### config.mk
export PLATFORM = sky130hd
export DESIGN_NAME = i2c_register_transaction_sequencer
export DESIGN_NICKNAME = d
export VERILOG_FILES = /design/src/hdl/i2crts_pkg.sv /design/src/hdl/i2crts_ctrl.sv /design/src/hdl/i2crts_rqueue.sv /design/src/hdl/i2c_register_transaction_sequencer.sv
export VERILOG_INCLUDE_DIRS = /design/src /design/src/hdl
export SDC_FILE = /design/constraint.sdc
export NUM_CORES = 1
export LEC_CHECK = 0
export BUFFER_PORTS_ARGS = -buffer_cell sky130_fd_sc_hd__clkbuf_2
export CAP_MARGIN = 20
export CORE_ASPECT_RATIO = 2
export CORE_MARGIN = 3
export CORE_UTILIZATION = 60
export DETAILED_ROUTE_END_ITERATION = 16
export PLACE_DENSITY = 0.86
export SKIP_CTS_REPAIR_TIMING = 1
export SLEW_MARGIN = 15
export SYNTH_ARGS = -nofsm -noshare
export SYNTH_HDL_FRONTEND = slang
export SYNTH_SLANG_ARGS = --single-unit
### constraint.sdc
create_clock -name aclk -period 4.1 [get_ports aclk]
set_input_delay 0.205 -clock aclk [delete_from_list [all_inputs] [get_ports aclk]]
set_output_delay 0.205 -clock aclk [all_outputs]
set_load 0.005 [all_outputs]
### src/hdl/i2c_register_transaction_sequencer_macros.svh
// Assertion macros shared by the register transaction sequencer modules.
// Both macros expect a clock named aclk and an active-low reset named aresetn in scope.
`ifndef I2C_REGISTER_TRANSACTION_SEQUENCER_MACROS_SVH
`define I2C_REGISTER_TRANSACTION_SEQUENCER_MACROS_SVH

// Check a consequent in the same cycle as its antecedent.
`define I2CRTS_ASSERT_SAME(lbl, ante, cons, msg) \
    lbl: assert property (@(posedge aclk) disable iff (!aresetn) (ante) |-> (cons)) \
        else $error(msg);

// Check a consequent in the cycle after its antecedent.
`define I2CRTS_ASSERT_NEXT(lbl, ante, cons, msg) \
    lbl: assert property (@(posedge aclk) disable iff (!aresetn) (ante) |=> (cons)) \
        else $error(msg);

`endif

### src/hdl/i2crts_pkg.sv
// Types, codes and sizing constants of the I2C register transaction sequencer.
`timescale 1ns / 1ps
`default_nettype none

package i2crts_pkg;

    // Sizing
    localparam int PAGE_BYTES     = 8;
    localparam int MAX_READ_BYTES = 256;
    localparam int PAGE_IDX_W     = (PAGE_BYTES > 1) ? $clog2(PAGE_BYTES) : 1;
    localparam int CNT_W          = $clog2(MAX_READ_BYTES + 1);

    // Port widths
    localparam int S_TDATA_W  = 56;
    localparam int M_TDATA_W  = 40;
    localparam int KIND_W     = 2;
    localparam int CFG_IDX_W  = 2;
    localparam int CFG_DATA_W = 16;

    // Result queue
    localparam int RQ_DEPTH = 4;
    localparam int RQ_PTR_W = 2;
    localparam int RQ_CNT_W = 3;

    // Configuration register indexes
    localparam logic [CFG_IDX_W-1:0] CFG_RETRY_DELAY      = 2'd0;
    localparam logic [CFG_IDX_W-1:0] CFG_READ_RETRY_DELAY = 2'd1;
    localparam logic [CFG_IDX_W-1:0] CFG_READ_PRE_DELAY   = 2'd2;

    // Configuration reset values
    localparam logic [15:0] RST_RETRY_DELAY      = 16'd100;
    localparam logic [15:0] RST_READ_RETRY_DELAY = 16'd10;
    localparam logic [15:0] RST_READ_PRE_DELAY   = 16'd100;

    // Controller status codes
    localparam logic [7:0] ST_RESTART_OK = 8'h10;
    localparam logic [7:0] ST_SLA_W_ACK  = 8'h18;
    localparam logic [7:0] ST_DATA_ACK   = 8'h28;
    localparam logic [7:0] ST_DATA_NACK  = 8'h30;
    localparam logic [7:0] ST_SLA_R_ACK  = 8'h40;
    localparam logic [7:0] ST_RX_NACKED  = 8'h58;

    typedef enum logic [1:0] {
        KIND_REQ   = 2'd0,
        KIND_EVENT = 2'd1,
        KIND_LOAD  = 2'd2
    } kind_t;

    typedef enum logic [1:0] {
        OP_WRITE = 2'd0,
        OP_READ  = 2'd1,
        OP_SEQ   = 2'd2,
        OP_PAGE  = 2'd3
    } op_t;

    typedef enum logic [2:0] {
        CMD_NONE    = 3'd0,
        CMD_START   = 3'd1,
        CMD_SEND    = 3'd2,
        CMD_RESTART = 3'd3,
        CMD_RX_ACK  = 3'd4,
        CMD_RX_NACK = 3'd5,
        CMD_STOP    = 3'd6,
        CMD_DELAY   = 3'd7
    } cmd_t;

    typedef enum logic [2:0] {
        ERR_NONE        = 3'd0,
        ERR_SLA_W_NACK  = 3'd1,
        ERR_REG_NACK    = 3'd2,
        ERR_RESTART     = 3'd3,
        ERR_SLA_R_NACK  = 3'd4,
        ERR_READ_STATUS = 3'd5,
        ERR_DATA_NACK   = 3'd6
    } err_t;

    typedef enum logic [3:0] {
        PH_IDLE      = 4'd0,
        PH_PRE_DELAY = 4'd1,
        PH_START     = 4'd2,
        PH_SLA_W     = 4'd3,
        PH_REG       = 4'd4,
        PH_DATA_W    = 4'd5,
        PH_RESTART   = 4'd6,
        PH_SLA_R     = 4'd7,
        PH_RB_DATA   = 4'd8,
        PH_SEQ_DATA  = 4'd9,
        PH_PAGE_DATA = 4'd10,
        PH_RETRY     = 4'd11
    } phase_t;

    // One result word
    typedef struct packed {
        logic        transaction_done;
        err_t        error_code;
        logic        rx_valid;
        logic [7:0]  rx_byte;
        logic [15:0] delay_ticks;
        logic [7:0]  tx_byte;
        cmd_t        command;
        logic        last_of_run;
    } result_t;

    // Results produced by one input word, r0 first
    typedef struct packed {
        logic [1:0] n;
        result_t    r1;
        result_t    r0;
    } push_t;

endpackage

`default_nettype wire

### src/hdl/i2crts_ctrl.sv
// Input register, configuration registers, page buffer and transaction state machine.
`timescale 1ns / 1ps
`default_nettype none
`include "i2c_register_transaction_sequencer_macros.svh"

module i2crts_ctrl import i2crts_pkg::*; (
    input  logic                  aclk,
    input  logic                  aresetn,
    input  logic                  s_tvalid,
    output logic                  s_tready,
    input  logic [S_TDATA_W-1:0]  s_tdata,
    input  logic [KIND_W-1:0]     s_tuser,
    input  logic                  cfg_valid,
    input  logic [CFG_IDX_W-1:0]  cfg_index,
    input  logic [CFG_DATA_W-1:0] cfg_data,
    input  logic                  space_ok,
    output push_t                 push
);

    // Input register
    logic                 in_valid_reg;
    logic [S_TDATA_W-1:0] in_data_reg;
    logic [KIND_W-1:0]    in_kind_reg;
    logic                 fire;

    // Configuration
    logic [15:0] retry_delay_reg;
    logic [15:0] read_retry_delay_reg;
    logic [15:0] read_pre_delay_reg;

    // Transaction state
    phase_t                phase_reg, phase_next;
    op_t                   op_reg, op_next;
    logic [7:0]            sla_reg, sla_next;
    logic [7:0]            reg_addr_reg, reg_addr_next;
    logic [7:0]            wbyte_reg, wbyte_next;
    logic [CNT_W-1:0]      bytes_left_reg, bytes_left_next;
    logic [PAGE_IDX_W-1:0] page_idx_reg, page_idx_next;
    logic [PAGE_IDX_W-1:0] load_ptr_reg, load_ptr_next;
    logic                  nack_seen_reg, nack_seen_next;
    logic [7:0]            page_buf [PAGE_BYTES];
    logic                  load_we;

    // Fields of the held word
    kind_t       f_kind;
    op_t         f_op;
    logic [7:0]  f_sla;
    logic [7:0]  f_reg;
    logic [7:0]  f_data;
    logic [8:0]  f_cnt;
    logic [7:0]  f_status;
    logic [7:0]  f_rx;

    logic [CNT_W-1:0]      cnt_sat;
    logic [CNT_W-1:0]      left_dec;
    logic [PAGE_IDX_W-1:0] page_idx_inc;
    logic                  nack_now;
    logic [15:0]           fail_delay;

    assign f_kind   = kind_t'(in_kind_reg);
    assign f_op     = op_t'(in_data_reg[1:0]);
    assign f_sla    = in_data_reg[9:2];
    assign f_reg    = in_data_reg[17:10];
    assign f_data   = in_data_reg[25:18];
    assign f_cnt    = in_data_reg[34:26];
    assign f_status = in_data_reg[42:35];
    assign f_rx     = in_data_reg[50:43];

    // Process the held word when the queue has room for two results
    assign fire     = in_valid_reg && space_ok;
    assign s_tready = !in_valid_reg || space_ok;

    function automatic result_t mk_res(cmd_t cmd, logic [7:0] tx, logic [15:0] dly,
                                       logic [7:0] rx, logic rxv, err_t err, logic done);
        result_t r;
        r                  = '0;
        r.command          = cmd;
        r.tx_byte          = tx;
        r.delay_ticks      = dly;
        r.rx_byte          = rx;
        r.rx_valid         = rxv;
        r.error_code       = err;
        r.transaction_done = done;
        return r;
    endfunction

    function automatic push_t push_one(result_t r);
        push_t p;
        p                = '0;
        p.n              = 2'd1;
        p.r0             = r;
        p.r0.last_of_run = 1'b1;
        return p;
    endfunction

    // Error stop followed by the retry delay
    function automatic push_t push_fail(err_t e, logic [15:0] d);
        push_t p;
        p                = '0;
        p.n              = 2'd2;
        p.r0             = mk_res(CMD_STOP, 8'd0, 16'd0, 8'd0, 1'b0, e, 1'b0);
        p.r1             = mk_res(CMD_DELAY, 8'd0, d, 8'd0, 1'b0, ERR_NONE, 1'b0);
        p.r1.last_of_run = 1'b1;
        return p;
    endfunction

    // First command of an attempt: byte read opens with a delay
    function automatic result_t attempt_res(op_t op, logic [15:0] pre);
        result_t r;
        if (op == OP_READ) begin
            r = mk_res(CMD_DELAY, 8'd0, pre, 8'd0, 1'b0, ERR_NONE, 1'b0);
        end else begin
            r = mk_res(CMD_START, 8'd0, 16'd0, 8'd0, 1'b0, ERR_NONE, 1'b0);
        end
        return r;
    endfunction

    // Clamp the requested read length to 1 .. MAX_READ_BYTES
    always_comb begin
        if (f_cnt == 9'd0) begin
            cnt_sat = CNT_W'(1);
        end else if (32'(f_cnt) > 32'(MAX_READ_BYTES)) begin
            cnt_sat = CNT_W'(MAX_READ_BYTES);
        end else begin
            cnt_sat = CNT_W'(f_cnt);
        end
    end

    assign left_dec     = (bytes_left_reg != '0) ? bytes_left_reg - CNT_W'(1) : '0;
    assign page_idx_inc = PAGE_IDX_W'(page_idx_reg + 1'b1);
    assign nack_now     = nack_seen_reg || (f_status == ST_DATA_NACK);
    assign fail_delay   = (op_reg == OP_READ) ? read_retry_delay_reg : retry_delay_reg;

    // Next state and results
    always_comb begin
        phase_next      = phase_reg;
        op_next         = op_reg;
        sla_next        = sla_reg;
        reg_addr_next   = reg_addr_reg;
        wbyte_next      = wbyte_reg;
        bytes_left_next = bytes_left_reg;
        page_idx_next   = page_idx_reg;
        load_ptr_next   = load_ptr_reg;
        nack_seen_next  = nack_seen_reg;
        load_we         = 1'b0;
        push            = '0;
        if (fire) begin
            unique case (f_kind)
                KIND_REQ: begin
                    if (phase_reg == PH_IDLE) begin
                        op_next         = f_op;
                        sla_next        = f_sla;
                        reg_addr_next   = f_reg;
                        wbyte_next      = f_data;
                        bytes_left_next = cnt_sat;
                        phase_next      = (f_op == OP_READ) ? PH_PRE_DELAY : PH_START;
                        push            = push_one(attempt_res(f_op, read_pre_delay_reg));
                    end
                end
                KIND_LOAD: begin
                    if (phase_reg == PH_IDLE) begin
                        load_we = 1'b1;
                        if (load_ptr_reg == PAGE_IDX_W'(PAGE_BYTES - 1)) begin
                            load_ptr_next = '0;
                        end else begin
                            load_ptr_next = PAGE_IDX_W'(load_ptr_reg + 1'b1);
                        end
                    end
                end
                KIND_EVENT: begin
                    unique case (phase_reg)
                        PH_IDLE: begin
                        end
                        PH_PRE_DELAY: begin
                            phase_next = PH_START;
                            push = push_one(mk_res(CMD_START, 8'd0, 16'd0, 8'd0, 1'b0,
                                                   ERR_NONE, 1'b0));
                        end
                        PH_START: begin
                            phase_next = PH_SLA_W;
                            push = push_one(mk_res(CMD_SEND, sla_reg, 16'd0, 8'd0, 1'b0,
                                                   ERR_NONE, 1'b0));
                        end
                        PH_SLA_W: begin
                            if (f_status != ST_SLA_W_ACK) begin
                                phase_next = PH_RETRY;
                                push       = push_fail(ERR_SLA_W_NACK, fail_delay);
                            end else begin
                                phase_next = PH_REG;
                                push = push_one(mk_res(CMD_SEND, reg_addr_reg, 16'd0, 8'd0,
                                                       1'b0, ERR_NONE, 1'b0));
                            end
                        end
                        PH_REG: begin
                            if (f_status != ST_DATA_ACK) begin
                                phase_next = PH_RETRY;
                                push       = push_fail(ERR_REG_NACK, fail_delay);
                            end else if (op_reg == OP_WRITE) begin
                                phase_next = PH_DATA_W;
                                push = push_one(mk_res(CMD_SEND, wbyte_reg, 16'd0, 8'd0,
                                                       1'b0, ERR_NONE, 1'b0));
                            end else if (op_reg == OP_PAGE) begin
                                page_idx_next  = '0;
                                nack_seen_next = 1'b0;
                                phase_next     = PH_PAGE_DATA;
                                push = push_one(mk_res(CMD_SEND, page_buf[0], 16'd0, 8'd0,
                                                       1'b0, ERR_NONE, 1'b0));
                            end else begin
                                phase_next = PH_RESTART;
                                push = push_one(mk_res(CMD_RESTART, 8'd0, 16'd0, 8'd0,
                                                       1'b0, ERR_NONE, 1'b0));
                            end
                        end
                        PH_DATA_W: begin
                            if (f_status != ST_DATA_ACK) begin
                                phase_next = PH_RETRY;
                                push       = push_fail(ERR_DATA_NACK, fail_delay);
                            end else begin
                                phase_next = PH_IDLE;
                                push = push_one(mk_res(CMD_STOP, 8'd0, 16'd0, 8'd0, 1'b0,
                                                       ERR_NONE, 1'b1));
                            end
                        end
                        PH_RESTART: begin
                            if (f_status != ST_RESTART_OK) begin
                                phase_next = PH_RETRY;
                                push       = push_fail(ERR_RESTART, fail_delay);
                            end else begin
                                phase_next = PH_SLA_R;
                                push = push_one(mk_res(CMD_SEND, sla_reg | 8'h01, 16'd0,
                                                       8'd0, 1'b0, ERR_NONE, 1'b0));
                            end
                        end
                        PH_SLA_R: begin
                            if (f_status != ST_SLA_R_ACK) begin
                                phase_next = PH_RETRY;
                                push       = push_fail(ERR_SLA_R_NACK, fail_delay);
                            end else if (op_reg == OP_READ) begin
                                phase_next = PH_RB_DATA;
                                push = push_one(mk_res(CMD_RX_NACK, 8'd0, 16'd0, 8'd0,
                                                       1'b0, ERR_NONE, 1'b0));
                            end else begin
                                phase_next = PH_SEQ_DATA;
                                push = push_one(mk_res(
                                    (bytes_left_reg > CNT_W'(1)) ? CMD_RX_ACK : CMD_RX_NACK,
                                    8'd0, 16'd0, 8'd0, 1'b0, ERR_NONE, 1'b0));
                            end
                        end
                        PH_RB_DATA: begin
                            if (f_status != ST_RX_NACKED) begin
                                phase_next = PH_RETRY;
                                push       = push_fail(ERR_READ_STATUS, fail_delay);
                            end else begin
                                phase_next = PH_IDLE;
                                push = push_one(mk_res(CMD_STOP, 8'd0, 16'd0, f_rx, 1'b1,
                                                       ERR_NONE, 1'b1));
                            end
                        end
                        PH_SEQ_DATA: begin
                            // Status is not checked; every receive hands a byte out
                            bytes_left_next = left_dec;
                            if (left_dec == '0) begin
                                phase_next = PH_IDLE;
                                push = push_one(mk_res(CMD_STOP, 8'd0, 16'd0, f_rx, 1'b1,
                                                       ERR_NONE, 1'b1));
                            end else begin
                                push = push_one(mk_res(
                                    (left_dec > CNT_W'(1)) ? CMD_RX_ACK : CMD_RX_NACK,
                                    8'd0, 16'd0, f_rx, 1'b1, ERR_NONE, 1'b0));
                            end
                        end
                        PH_PAGE_DATA: begin
                            // Send the whole page; a nack only fails at the end
                            nack_seen_next = nack_now;
                            if (page_idx_reg != PAGE_IDX_W'(PAGE_BYTES - 1)) begin
                                page_idx_next = page_idx_inc;
                                push = push_one(mk_res(CMD_SEND, page_buf[page_idx_inc],
                                                       16'd0, 8'd0, 1'b0, ERR_NONE, 1'b0));
                            end else if (nack_now) begin
                                phase_next = PH_RETRY;
                                push       = push_fail(ERR_DATA_NACK, fail_delay);
                            end else begin
                                load_ptr_next = '0;
                                phase_next    = PH_IDLE;
                                push = push_one(mk_res(CMD_STOP, 8'd0, 16'd0, 8'd0, 1'b0,
                                                       ERR_NONE, 1'b1));
                            end
                        end
                        PH_RETRY: begin
                            phase_next = (op_reg == OP_READ) ? PH_PRE_DELAY : PH_START;
                            push       = push_one(attempt_res(op_reg, read_pre_delay_reg));
                        end
                        default: begin
                        end
                    endcase
                end
                default: begin
                end
            endcase
        end
    end

    // Input register
    always_ff @(posedge aclk) begin
        if (!aresetn) begin
            in_valid_reg <= 1'b0;
        end else if (s_tready) begin
            in_valid_reg <= s_tvalid;
        end
    end

    always_ff @(posedge aclk) begin
        if (s_tvalid && s_tready) begin
            in_data_reg <= s_tdata;
            in_kind_reg <= s_tuser;
        end
    end

    // Configuration registers
    always_ff @(posedge aclk) begin
        if (!aresetn) begin
            retry_delay_reg      <= RST_RETRY_DELAY;
            read_retry_delay_reg <= RST_READ_RETRY_DELAY;
            read_pre_delay_reg   <= RST_READ_PRE_DELAY;
        end else if (cfg_valid) begin
            unique case (cfg_index)
                CFG_RETRY_DELAY:      retry_delay_reg      <= cfg_data;
                CFG_READ_RETRY_DELAY: read_retry_delay_reg <= cfg_data;
                CFG_READ_PRE_DELAY:   read_pre_delay_reg   <= cfg_data;
                default: begin
                end
            endcase
        end
    end

    // State register
    always_ff @(posedge aclk) begin
        if (!aresetn) begin
            phase_reg      <= PH_IDLE;
            op_reg         <= OP_WRITE;
            bytes_left_reg <= '0;
            page_idx_reg   <= '0;
            load_ptr_reg   <= '0;
            nack_seen_reg  <= 1'b0;
        end else begin
            phase_reg      <= phase_next;
            op_reg         <= op_next;
            bytes_left_reg <= bytes_left_next;
            page_idx_reg   <= page_idx_next;
            load_ptr_reg   <= load_ptr_next;
            nack_seen_reg  <= nack_seen_next;
        end
    end

    // Saved request bytes and page buffer
    always_ff @(posedge aclk) begin
        sla_reg      <= sla_next;
        reg_addr_reg <= reg_addr_next;
        wbyte_reg    <= wbyte_next;
        if (load_we) begin
            page_buf[load_ptr_reg] <= f_data;
        end
    end

    `I2CRTS_ASSERT_SAME(a_push_needs_fire, push.n != 2'd0, fire, "result without a word")
    `I2CRTS_ASSERT_SAME(a_pair_is_error, push.n == 2'd2,
        push.r0.command == CMD_STOP && push.r0.error_code != ERR_NONE &&
        push.r1.command == CMD_DELAY && phase_next == PH_RETRY, "bad error pair")
    `I2CRTS_ASSERT_NEXT(a_done_goes_idle, push.n == 2'd1 && push.r0.transaction_done,
        phase_reg == PH_IDLE, "done without idle")

endmodule

`default_nettype wire

### src/hdl/i2crts_rqueue.sv
// Small result queue taking up to two results a cycle and handing out one while m_tready is high.
`timescale 1ns / 1ps
`default_nettype none
`include "i2c_register_transaction_sequencer_macros.svh"

module i2crts_rqueue import i2crts_pkg::*; (
    input  logic    aclk,
    input  logic    aresetn,
    input  push_t   push,
    output logic    space_ok,
    output logic    m_tvalid,
    input  logic    m_tready,
    output result_t head
);

    result_t             mem [RQ_DEPTH];
    logic [RQ_CNT_W-1:0] count_reg, count_next;
    logic [RQ_PTR_W-1:0] wr_ptr_reg, wr_ptr_next;
    logic [RQ_PTR_W-1:0] rd_ptr_reg, rd_ptr_next;
    logic [RQ_PTR_W-1:0] wr_ptr_alt;
    logic                pop;

    assign m_tvalid = count_reg != '0;
    assign head     = mem[rd_ptr_reg];
    assign pop      = m_tvalid && m_tready;
    assign space_ok = count_reg <= RQ_CNT_W'(RQ_DEPTH - 2);

    // Advance pointers and the fill count
    assign wr_ptr_alt  = RQ_PTR_W'(wr_ptr_reg + 1'b1);
    assign wr_ptr_next = RQ_PTR_W'(wr_ptr_reg + RQ_PTR_W'(push.n));
    assign rd_ptr_next = RQ_PTR_W'(rd_ptr_reg + RQ_PTR_W'(pop));
    assign count_next  = RQ_CNT_W'(count_reg + RQ_CNT_W'(push.n) - RQ_CNT_W'(pop));

    always_ff @(posedge aclk) begin
        if (!aresetn) begin
            count_reg  <= '0;
            wr_ptr_reg <= '0;
            rd_ptr_reg <= '0;
        end else begin
            count_reg  <= count_next;
            wr_ptr_reg <= wr_ptr_next;
            rd_ptr_reg <= rd_ptr_next;
        end
    end

    // Store the pushed words in order
    always_ff @(posedge aclk) begin
        if (push.n != 2'd0) begin
            mem[wr_ptr_reg] <= push.r0;
        end
        if (push.n == 2'd2) begin
            mem[wr_ptr_alt] <= push.r1;
        end
    end

    `I2CRTS_ASSERT_SAME(a_push_has_room, push.n != 2'd0,
        count_reg <= RQ_CNT_W'(RQ_DEPTH - 2), "queue overflow")
    `I2CRTS_ASSERT_NEXT(a_pop_drains, pop && push.n == 2'd0,
        count_reg == RQ_CNT_W'($past(count_reg) - 1'b1), "pop did not drain")

endmodule

`default_nettype wire

### src/hdl/i2c_register_transaction_sequencer.sv
// Top level of the I2C register transaction sequencer.
//
// Sequences byte write, byte read, sequential read and page write transactions
// for a byte-level I2C controller. Each input word (s_tuser = kind) is a request,
// a controller completion event or a page byte load; a request taken while idle
// and an event during a transaction each yield one result word carrying the next
// bus command, or two on an error (error stop, then the retry delay). Requests
// and page loads during a transaction, events while idle and the unused kind code
// are dropped without a result. m_tlast marks the final result of an input word.
// An input word is taken into an input register, decoded by one level of
// state-machine logic and its results written into a four-word result queue once
// the queue has room for two, so one word a cycle is accepted as long as the queue
// holds at most two words.
// Configuration writes are always accepted and should be made while no
// transaction is running.
`timescale 1ns / 1ps
`default_nettype none

module i2c_register_transaction_sequencer import i2crts_pkg::*; (
    input  logic                  aclk,
    input  logic                  aresetn,
    input  logic                  s_tvalid,
    output logic                  s_tready,
    // operation[1:0], slave_addr[9:2], reg_addr[17:10], data_byte[25:18],
    // byte_count[34:26], bus_status[42:35], bus_rx_byte[50:43], zero fill above
    input  logic [S_TDATA_W-1:0]  s_tdata,
    // kind[1:0]
    input  logic [KIND_W-1:0]     s_tuser,
    output logic                  m_tvalid,
    input  logic                  m_tready,
    // command[2:0], tx_byte[10:3], delay_ticks[26:11], rx_byte[34:27],
    // rx_valid[35], error_code[38:36], transaction_done[39]
    output logic [M_TDATA_W-1:0]  m_tdata,
    output logic                  m_tlast,
    input  logic                  cfg_valid,
    output logic                  cfg_ready,
    input  logic [CFG_IDX_W-1:0]  cfg_index,
    input  logic [CFG_DATA_W-1:0] cfg_data
);

    push_t   push;
    logic    space_ok;
    result_t head;

    assign cfg_ready = 1'b1;

    i2crts_ctrl u_ctrl (
        .aclk      (aclk),
        .aresetn   (aresetn),
        .s_tvalid  (s_tvalid),
        .s_tready  (s_tready),
        .s_tdata   (s_tdata),
        .s_tuser   (s_tuser),
        .cfg_valid (cfg_valid),
        .cfg_index (cfg_index),
        .cfg_data  (cfg_data),
        .space_ok  (space_ok),
        .push      (push)
    );

    i2crts_rqueue u_rqueue (
        .aclk     (aclk),
        .aresetn  (aresetn),
        .push     (push),
        .space_ok (space_ok),
        .m_tvalid (m_tvalid),
        .m_tready (m_tready),
        .head     (head)
    );

    // Pack the head result word
    assign m_tdata = {head.transaction_done, head.error_code, head.rx_valid, head.rx_byte,
                      head.delay_ticks, head.tx_byte, head.command};
    assign m_tlast = head.last_of_run;

endmodule

`default_nettype wire
# Yosys cells after proc, flatten, opt, wreduce, memory -nomap -nowiden
# Memory sizes are Yosys's and may differ from the RTL's. A register that Yosys moved wholly into a read port is not among the register bits.
# Index checks and enable logic that the tools add are counted.
# Widths: inputs -> output; s select.
[op_classes]
n_addsub = 8
magnitude_cmp = 4
eq_ne = 40
mux = 69
n_reduce_logical = 27
[op_table]
columns = ["cell", "count"]
rows = [
  ["$pmux 84 s11", 1],
  ["$mux 84", 10],
  ["$pmux 84 s2", 1],
  ["$mux 83", 1],
  ["$mux 28", 2],
  ["$mux 4", 13],
  ["$mux 9", 5],
  ["$pmux 4 s11", 1],
  ["$mux 41", 1],
  ["$mux 3", 9],
  ["$gt 9x1->1 const B", 2],
  ["$logic_not 9->1", 2],
  ["$pmux 9 s2", 1],
  ["$reduce_and 6->1", 3],
  ["$eq 4x3->1 const B", 4],
  ["$eq 4x4->1 const B", 4],
  ["$mux 16", 1],
  ["$ne 8x5->1 const B", 2],
  ["$ne 8x7->1 const B", 2],
  ["$mux 1", 15],
  ["$mux 12", 1],
  ["$ne 12x11->1 const B", 1],
  ["$ne 2x2->1 const B", 6],
  ["$pmux 3 s2", 2],
  ["other kinds (34)", 58],
]
[word_totals]
reg_bits = 155
mem_bits_rw = 228
input_bits = 81
out_inout_bits = 44
wordCells = 168
mem_count = 2
[mem_list]
columns = ["name", "words", "word_bits", "rd", "rd_clocked_by_memory_dff", "wr", "line_no", "source"]
rows = [
  ["u_rqueue.mem", 4, 41, 1, 1, 2, "i2crts_rqueue.sv:16", "result_t mem [RQ_DEPTH];"],
  ["u_ctrl.page_buf", 8, 8, 2, 0, 1, "i2crts_ctrl.sv:41", "logic [7:0] page_buf [PAGE_BYTES];"],
]

# Logic depth before layout (Yosys ltp)
# Gate-level depths: netlist (run 1).
[logic_depth]
ltp_word = 11
depth_mapped = 14
depth_no_buf = 13

# Modules after synthesis
# From an unflattened synthesis (run 1), not the netlist that was laid out.
[unflattened]
hier_cells = 1282
hier_area_um2 = 18138.6
[by_module_without_submodules]
columns = ["mod", "instances", "cells_per_inst", "area_each_um2"]
rows = [
  ["i2crts_ctrl", 1, 836, 9663.0],
  ["i2crts_rqueue", 1, 444, 8464.4],
  ["i2c_register_transaction_sequencer", 1, 2, 11.3],
]

# Worst setup path before layout (run 1)
# Ideal clock, no wire load.
[synth_timing]
kind = "reg2reg"
from = "reg u_ctrl.phase_reg[2]"
to = "mem u_rqueue.mem[2][0] in the netlist's numbering, enable pin"
setup_time_ps = 375
arrival_ps = 2969
slack_ps = 757
path_stages_with_launch = 14
n_path_buf = 3
period_less_slack_ps = 3343
cell_sequence = "dfxtp_1 inv_1 ha_1 clkbuf_2 or3b_2 o22ai_1 a211o_1 nor4b_4 nor4b_4 nand2_4 and2_1 buf_6 buf_6 inv_1"
[synth_lines]
columns = ["item", "line_no", "source"]
rows = [
  ["start: declaration", "i2crts_ctrl.sv:32", "phase_t phase_reg, phase_next;"],
  ["start signal: assignment", "i2crts_ctrl.sv:346", "phase_reg <= phase_next;"],
  ["end: declaration", "i2crts_rqueue.sv:16", ""],
]

==> impl_metrics.json, run 1 <==
{
  "ys_warn_count": 0,
  "synthMostInstantiatedCell": "edfxtp_1",
  "vias_per_cell": 6.28,
  "setup_tns_ns": 0,
  "num_io_pins": 125,
  "clk_latency_ns": 0.58,
  "grt_first_pass_wirelength_um": 61200,
  "die_h_um": 240,
  "synthArstFlopShare": 0,
  "drt_iter0_drc": 1170,
  "diodes": 0,
  "seq_power_share": 0.546,
  "worstPathCellList": "nor4b_2 -> nand2_1 -> a22oi_1 -> nor4b_4 -> a21oi_1 -> o21ai_2 -> buf_4 -> o22ai_1",
  "synth-edff-count": 221,
  "synth_common_cells": "edfxtp_1 (221), nand2_1 (189), dfxtp_1 (162)",
  "dp_hpwl_um": 27000,
  "grt_pass1_vias": 11744,
  "clock_skew_ns": 0.0170,
  "drc": 0,
  "grt_start_max_net_pins": 51,
  "worst_pin_slew_ns": 0.975,
  "internal-power_w": 0.00603,
  "arrival_ns": 3.75,
  "cts_root_buf": "clkbuf_16",
  "ant_nets": 0,
  "yosysTopAreaCell": "edfxtp_1",
  "period_needed_ns": 3.46,
  "cts_tree": "yes",
  "synth_seq_cells": 383,
  "numCtsBuffers": 29,
  "critPathKind": "reg2reg",
  "dr.pass1.iters": 5,
  "yosys-top-cells-area": "edfxtp_1 (41%), dfxtp_1 (20%), mux4_2 (7.8%)",
  "fin_hold_ws_ns": 0.0311,
  "wirelength_um": 40600,
  "layout.cells.non_filler": 1895,
  "status": "completed",
  "ys_seq_area_frac": 0.603,
  "placedCellCount": 1769,
  "min_path_type": "in2reg",
  "yosys_most_used_dff": "edfxtp_1",
  "fp-row-count": 85,
  "power.share.combinational": 0.107,
  "globalRouteOverflowTotal": 0,
  "finalSetupViolCount": 0,
  "gp_congestion": 0.994,
  "max_freq_ghz": 0.289,
  "ctsLongestPathBuffers": 3,
  "yosys.area.top_type_share": 0.405,
  "fin_crit_sh": 0.843,
  "portBuffers": 118,
  "p_sw_frac": 0.238,
  "die_area_um2": 29400,
  "layout.nets": 1626,
  "cp_max_fo": 38,
  "startpoint_type": "flop",
  "grt_usage": 0.268,
  "largest_reg_flops": 164,
  "area_growth_pct": 15.8,
  "drv_slew": 0,
  "synth.distinct_cells": 71,
  "drive_gt1_frac": 0.185,
  "required_ns": 4.40,
  "pwr-share-clk": 0.347,
  "ir_worst_vdd_mv": 0.424,
  "die_w_um": 123,
  "ctsHtreeMaxLevel": 1,
  "avgSynthCellArea_um2": 12.1,
  "netlist_instances": 1355,
  "grt_antenna_before_repair": 0,
  "power.leakage_nw": 6.66,
  "maxCapViolCount": 0,
  "endpoint_kind": "flop",
  "rsz0062_at_grt": "false",
  "reg2reg_slack_ns": 0.64,
  "clock-sinks": 383,
  "power_density_nw_per_um2": 417,
  "clk_pin_slew_ns": 0.07,
  "start_util": 0.609,
  "netlist_area_um2": 16400,
  "cp_slowest_stage_delay_ns": 0.64,
  "core_area_um2": 26900,
  "p_sw_w": 0.00188,
  "finalHoldViolCount": 0,
  "dr_total_vias": 11904,
  "relSlewSlack": 0.347,
  "routedWlPerCell_um": 21.4,
  "crit_path_top_delay_cell": "nor4b_2",
  "synthesis.nets": 1457
}
==> critical path, delay by kind of cell (launching register included) <==
family	cells	cell delay, ns
and+or+nand+nor	3	1.27
AOI/OAI and AO/OA	4	0.96
buffers and inverters	1	0.48
DFF	1	0.46
==> area by class of cell <==
type,instances,area (um^2)
Tap cell,348,435
Inverter,23,86.3
Sequential cell,383,9880
Multi-Input combinational cell,860,6060
Clock buffer,38,759
Timing Repair Buffer,227,1600
Clock inverter,16,148
Fill cell,1800,7930
==> metrics by stage <==
stage	total power, W	setup WS [ns]	utilization	instance area, um^2
after floorplan	0.00492	0.757	-	16400
after global placement	0.00516	0.757	0.644	17300
after detailed placement	0.00519	0.707	0.644	17300
after CTS	0.00788	0.705	0.678	18200
after global routing	0.00816	0.501	0.705	19000
final	0.00792	0.643	0.705	19000
==> cell usage in the layout (no fill, tap or decap), types with 33 or more instances in the layout <==
| master | n |
|---|---|
| a21boi_0 | 33 |
| a21oi_1 | 39 |
| buf_4 | 38 |
| clkbuf_2 | 118 |
| dfxtp_1 | 160 |
| dlygate4sd3_1 | 70 |
| edfxtp_1 | 221 |
| mux4_2 | 57 |
| nand2_1 | 189 |
| nand3_1 | 59 |
| nor2_1 | 87 |
| o21ai_0 | 79 |
| o22ai_1 | 64 |
==> logic make-up after synthesis <==
family	Yosys count	share of synthesized area
XOR/XNOR	6	0.00321
AO/OA/AOI/OAI	320	0.127
buffers and inverters	112	0.0288
AND/OR/NAND/NOR	425	0.124
other	1	0.000229
adder cells (fa/ha/maj)	21	0.0165
flip-flops	383	0.603
multiplexers	87	0.0974
==> power groups by stage <==
stage / Combinational (W) / Clock, W / Sequential, W
2_1_floorplan: 0.000601 / 0 / 0.00432
3_3_place_gp: 0.000768 / 0 / 0.00439
3_5_place_dp: 0.000787 / 0 / 0.00441
4_1_cts: 0.000791 / 0.00277 / 0.00432
5_1_grt: 0.000919 / 0.00290 / 0.00434
6_report: 0.000845 / 0.00275 / 0.00432
==> per-layer routing <==
metal,track usage,vias up,part of all wire
li1,-,5414,-
met1,0.292,5778,0.34
met2,0.491,563,0.55
met3,0.0293,149,0.055
met4,0.155,0,0.058
met5,0,-,0
==> path summary, 6_finish.rpt <==
kind | endpoint | cells after the start | from
max | u_rqueue.mem[2][24] | 8 | u_ctrl.in_data_reg[36]
max reg2reg | u_rqueue.mem[2][24] | 8 | u_ctrl.in_data_reg[36]
min reg2reg | u_ctrl.reg_addr_reg[1] | 0 | u_ctrl.in_data_reg[11]
min | u_ctrl.retry_delay_reg[10] | 4 | cfg_index[1]
(Power assumes the default switching activity.)
==> inputs of run 2 (changes only) <==
==> constraint.sdc (replaced) <==
create_clock -name aclk -period 3.24 [get_ports aclk]
set_input_delay 0.162 -clock aclk [delete_from_list [all_inputs] [get_ports aclk]]
set_output_delay 0.162 -clock aclk [all_outputs]
set_load 0.005 [all_outputs]
==> run 2 against run 1 <==
  * The flow now finishes with violations (negative hold slack)
  * Total power increased by 28%
  * Sequential cell count unchanged
  * Critical path type unchanged
  * Cell count increased by 2.3%
  * Non-clock buffer count increased by 40
  * Maximum frequency increased by 12%
  * Combinational power increased by 34%
  * Critical path depth increased by 4
  * Register-to-register slack got worse by 0.50 ns
  * Clock power increased by 28%
==> impl_metrics.json, run 2 (synthesized netlist as in run 1, its figures left out) <==
{
  "drive_gt1_frac": 0.212,
  "die_area_um2": 29400,
  "numCtsBuffers": 30,
  "pre_cts_ws_ns": 0.0981,
  "wirelength_um": 42200,
  "die_w_um": 123,
  "num_io_pins": 125,
  "rsz0062_at_grt": "false",
  "arrival_ns": 3.33,
  "grt_start_max_net_pins": 51,
  "gp_congestion": 0.984,
  "layout.cells.non_filler": 1939,
  "grt_antenna_before_repair": 0,
  "failed_checks": "negative hold slack",
  "dp_hpwl_um": 28500,
  "clock-sinks": 383,
  "die_h_um": 240,
  "setup_tns_ns": 0,
  "worst_pin_slew_ns": 1.05,
  "wl_met3_um": 2470,
  "regArea_um2": 9880,
  "portBuffers": 118,
  "max_freq_ghz": 0.323,
  "drc": 0,
  "clk_pin_slew_ns": 0.07,
  "ctsHtreeMaxLevel": 1,
  "required_ns": 3.47,
  "multi_input_area_um2": 6120,
  "finalSetupViolCount": 0,
  "core_area_um2": 26900,
  "postLayoutSetupSlackWorst_ns": 0.143,
  "route.met2.wl_um": 23200,
  "grt_first_pass_wirelength_um": 63200,
  "fin_area_um2": 19400,
  "routedWlPerCell_um": 21.8,
  "fp-row-count": 85,
  "area_growth_pct": 18.5,
  "critPathKind": "reg2reg",
  "layout.nets": 1668,
  "ir_worst_vdd_mv": 0.564,
  "largest_reg_flops": 164,
  "maxCapViolCount": 0,
  "grt_usage": 0.278,
  "dr.pass1.iters": 6,
  "period_needed_ns": 3.10,
  "drv_slew": 0,
  "layout_commonest_cell": "edfxtp_1",
  "layout_common_cells": "edfxtp_1 (221), nand2_1 (187), dfxtp_1 (160)",
  "hp-start": "cfg_index[1]",
  "cts_root_buf": "clkbuf_16",
  "status": "finished with violations",
  "crit_path_start": "u_ctrl.phase_reg[2]",
  "clk_latency_ns": 0.56,
  "power_w": 0.0101,
  "endpoint_kind": "flop",
  "fin_hold_ws_ns": -0.00444,
  "cts_tree": "yes",
  "power.leakage_nw": 6.92,
  "fillerInstances": 1751,
  "dpl_cell_area_um2": 17700,
  "dr_total_vias": 12149,
  "placedCellCount": 1810,
  "highest-signal-layer": "met4",
  "grt_pass1_vias": 12069,
  "r2r-start": "u_ctrl.phase_reg[2]",
  "drt_iter0_drc": 1145,
  "min_path_type": "in2reg",
  "ctsLongestPathBuffers": 3,
  "ant_nets": 0,
  "power_density_nw_per_um2": 521,
  "startpoint_type": "flop",
  "start_util": 0.609,
  "clock_skew_ns": 0.0104,
  "fin_crit_sh": 0.956,
  "vias_per_cell": 6.27,
  "globalRouteOverflowTotal": 0,
  "relSlewSlack": 0.297,
  "wl_met1_um": 13900,
  "finalHoldViolCount": 1,
  "cp_max_fo": 20
}
run 2: cell types whose count changed in the layout (fill, tap and decap cells not counted), sizes merged:
| cell | previous run | this run |
|---|---|---|
| buf | 39 | 79 |
| clkbuf | 156 | 165 |
| clkinv | 9 | 5 |
| inv | 24 | 22 |
| diode | 0 | 1 |
run 2: worst paths after layout:
kind,to,slack [ns],cells after the start
setup / recovery,u_rqueue.mem[3][25],0.14,12
hold / removal,u_ctrl.retry_delay_reg[12],-0.004,4
setup reg to reg,u_rqueue.mem[3][25],0.14,12
hold reg to reg,u_ctrl.reg_addr_reg[5],0.41,0
run 2: metal layers:
metal,GRT usage,vias to the layer above
li1,-,5504
met1,0.297,5865
met2,0.511,604
met3,0.0331,176
met4,0.169,0
met5,0,-
run 2: where the power goes:
part           leakage (nW)  switching, W  internal, W
logic                  2.98      0.000572     0.000557
clock network         0.459       0.00163      0.00188
registers              3.48      0.000196      0.00529
total                  6.92       0.00240      0.00773
run 2: worst max-delay path, cell delays in order (launching register included):
cell	delay [ns]
dfxtp_1	0.32
inv_1	0.08
ha_1	0.18
or3b_2	0.50
o22ai_1	0.21
a211o_1	0.20
nor4b_4	0.08
buf_4	0.16
nor4b_4	0.30
buf_4	0.21
nand2_1	0.10
nand2_2	0.09
buf_4	0.30
run 2: final cells by class:
type	instances	share of cell area
inverter	23	0.00483
clock inverter	9	0.00387
timing repair buffer	267	0.101
clock buffer	47	0.0436
tap	348	0.0224
multi-input combinational	860	0.315
sequential	383	0.509
antenna	1	0.000129
timing repair inverter	1	0.000387
run 2: per-stage QoR:
stage | util | hold WS, ns
floorplan | - | 0.261
detailed placement | 0.659 | 0.341
global route | 0.722 | 0.00574
finish | 0.722 | -0.00444
CTS | 0.693 | -0.249
global placement | 0.659 | 0.339
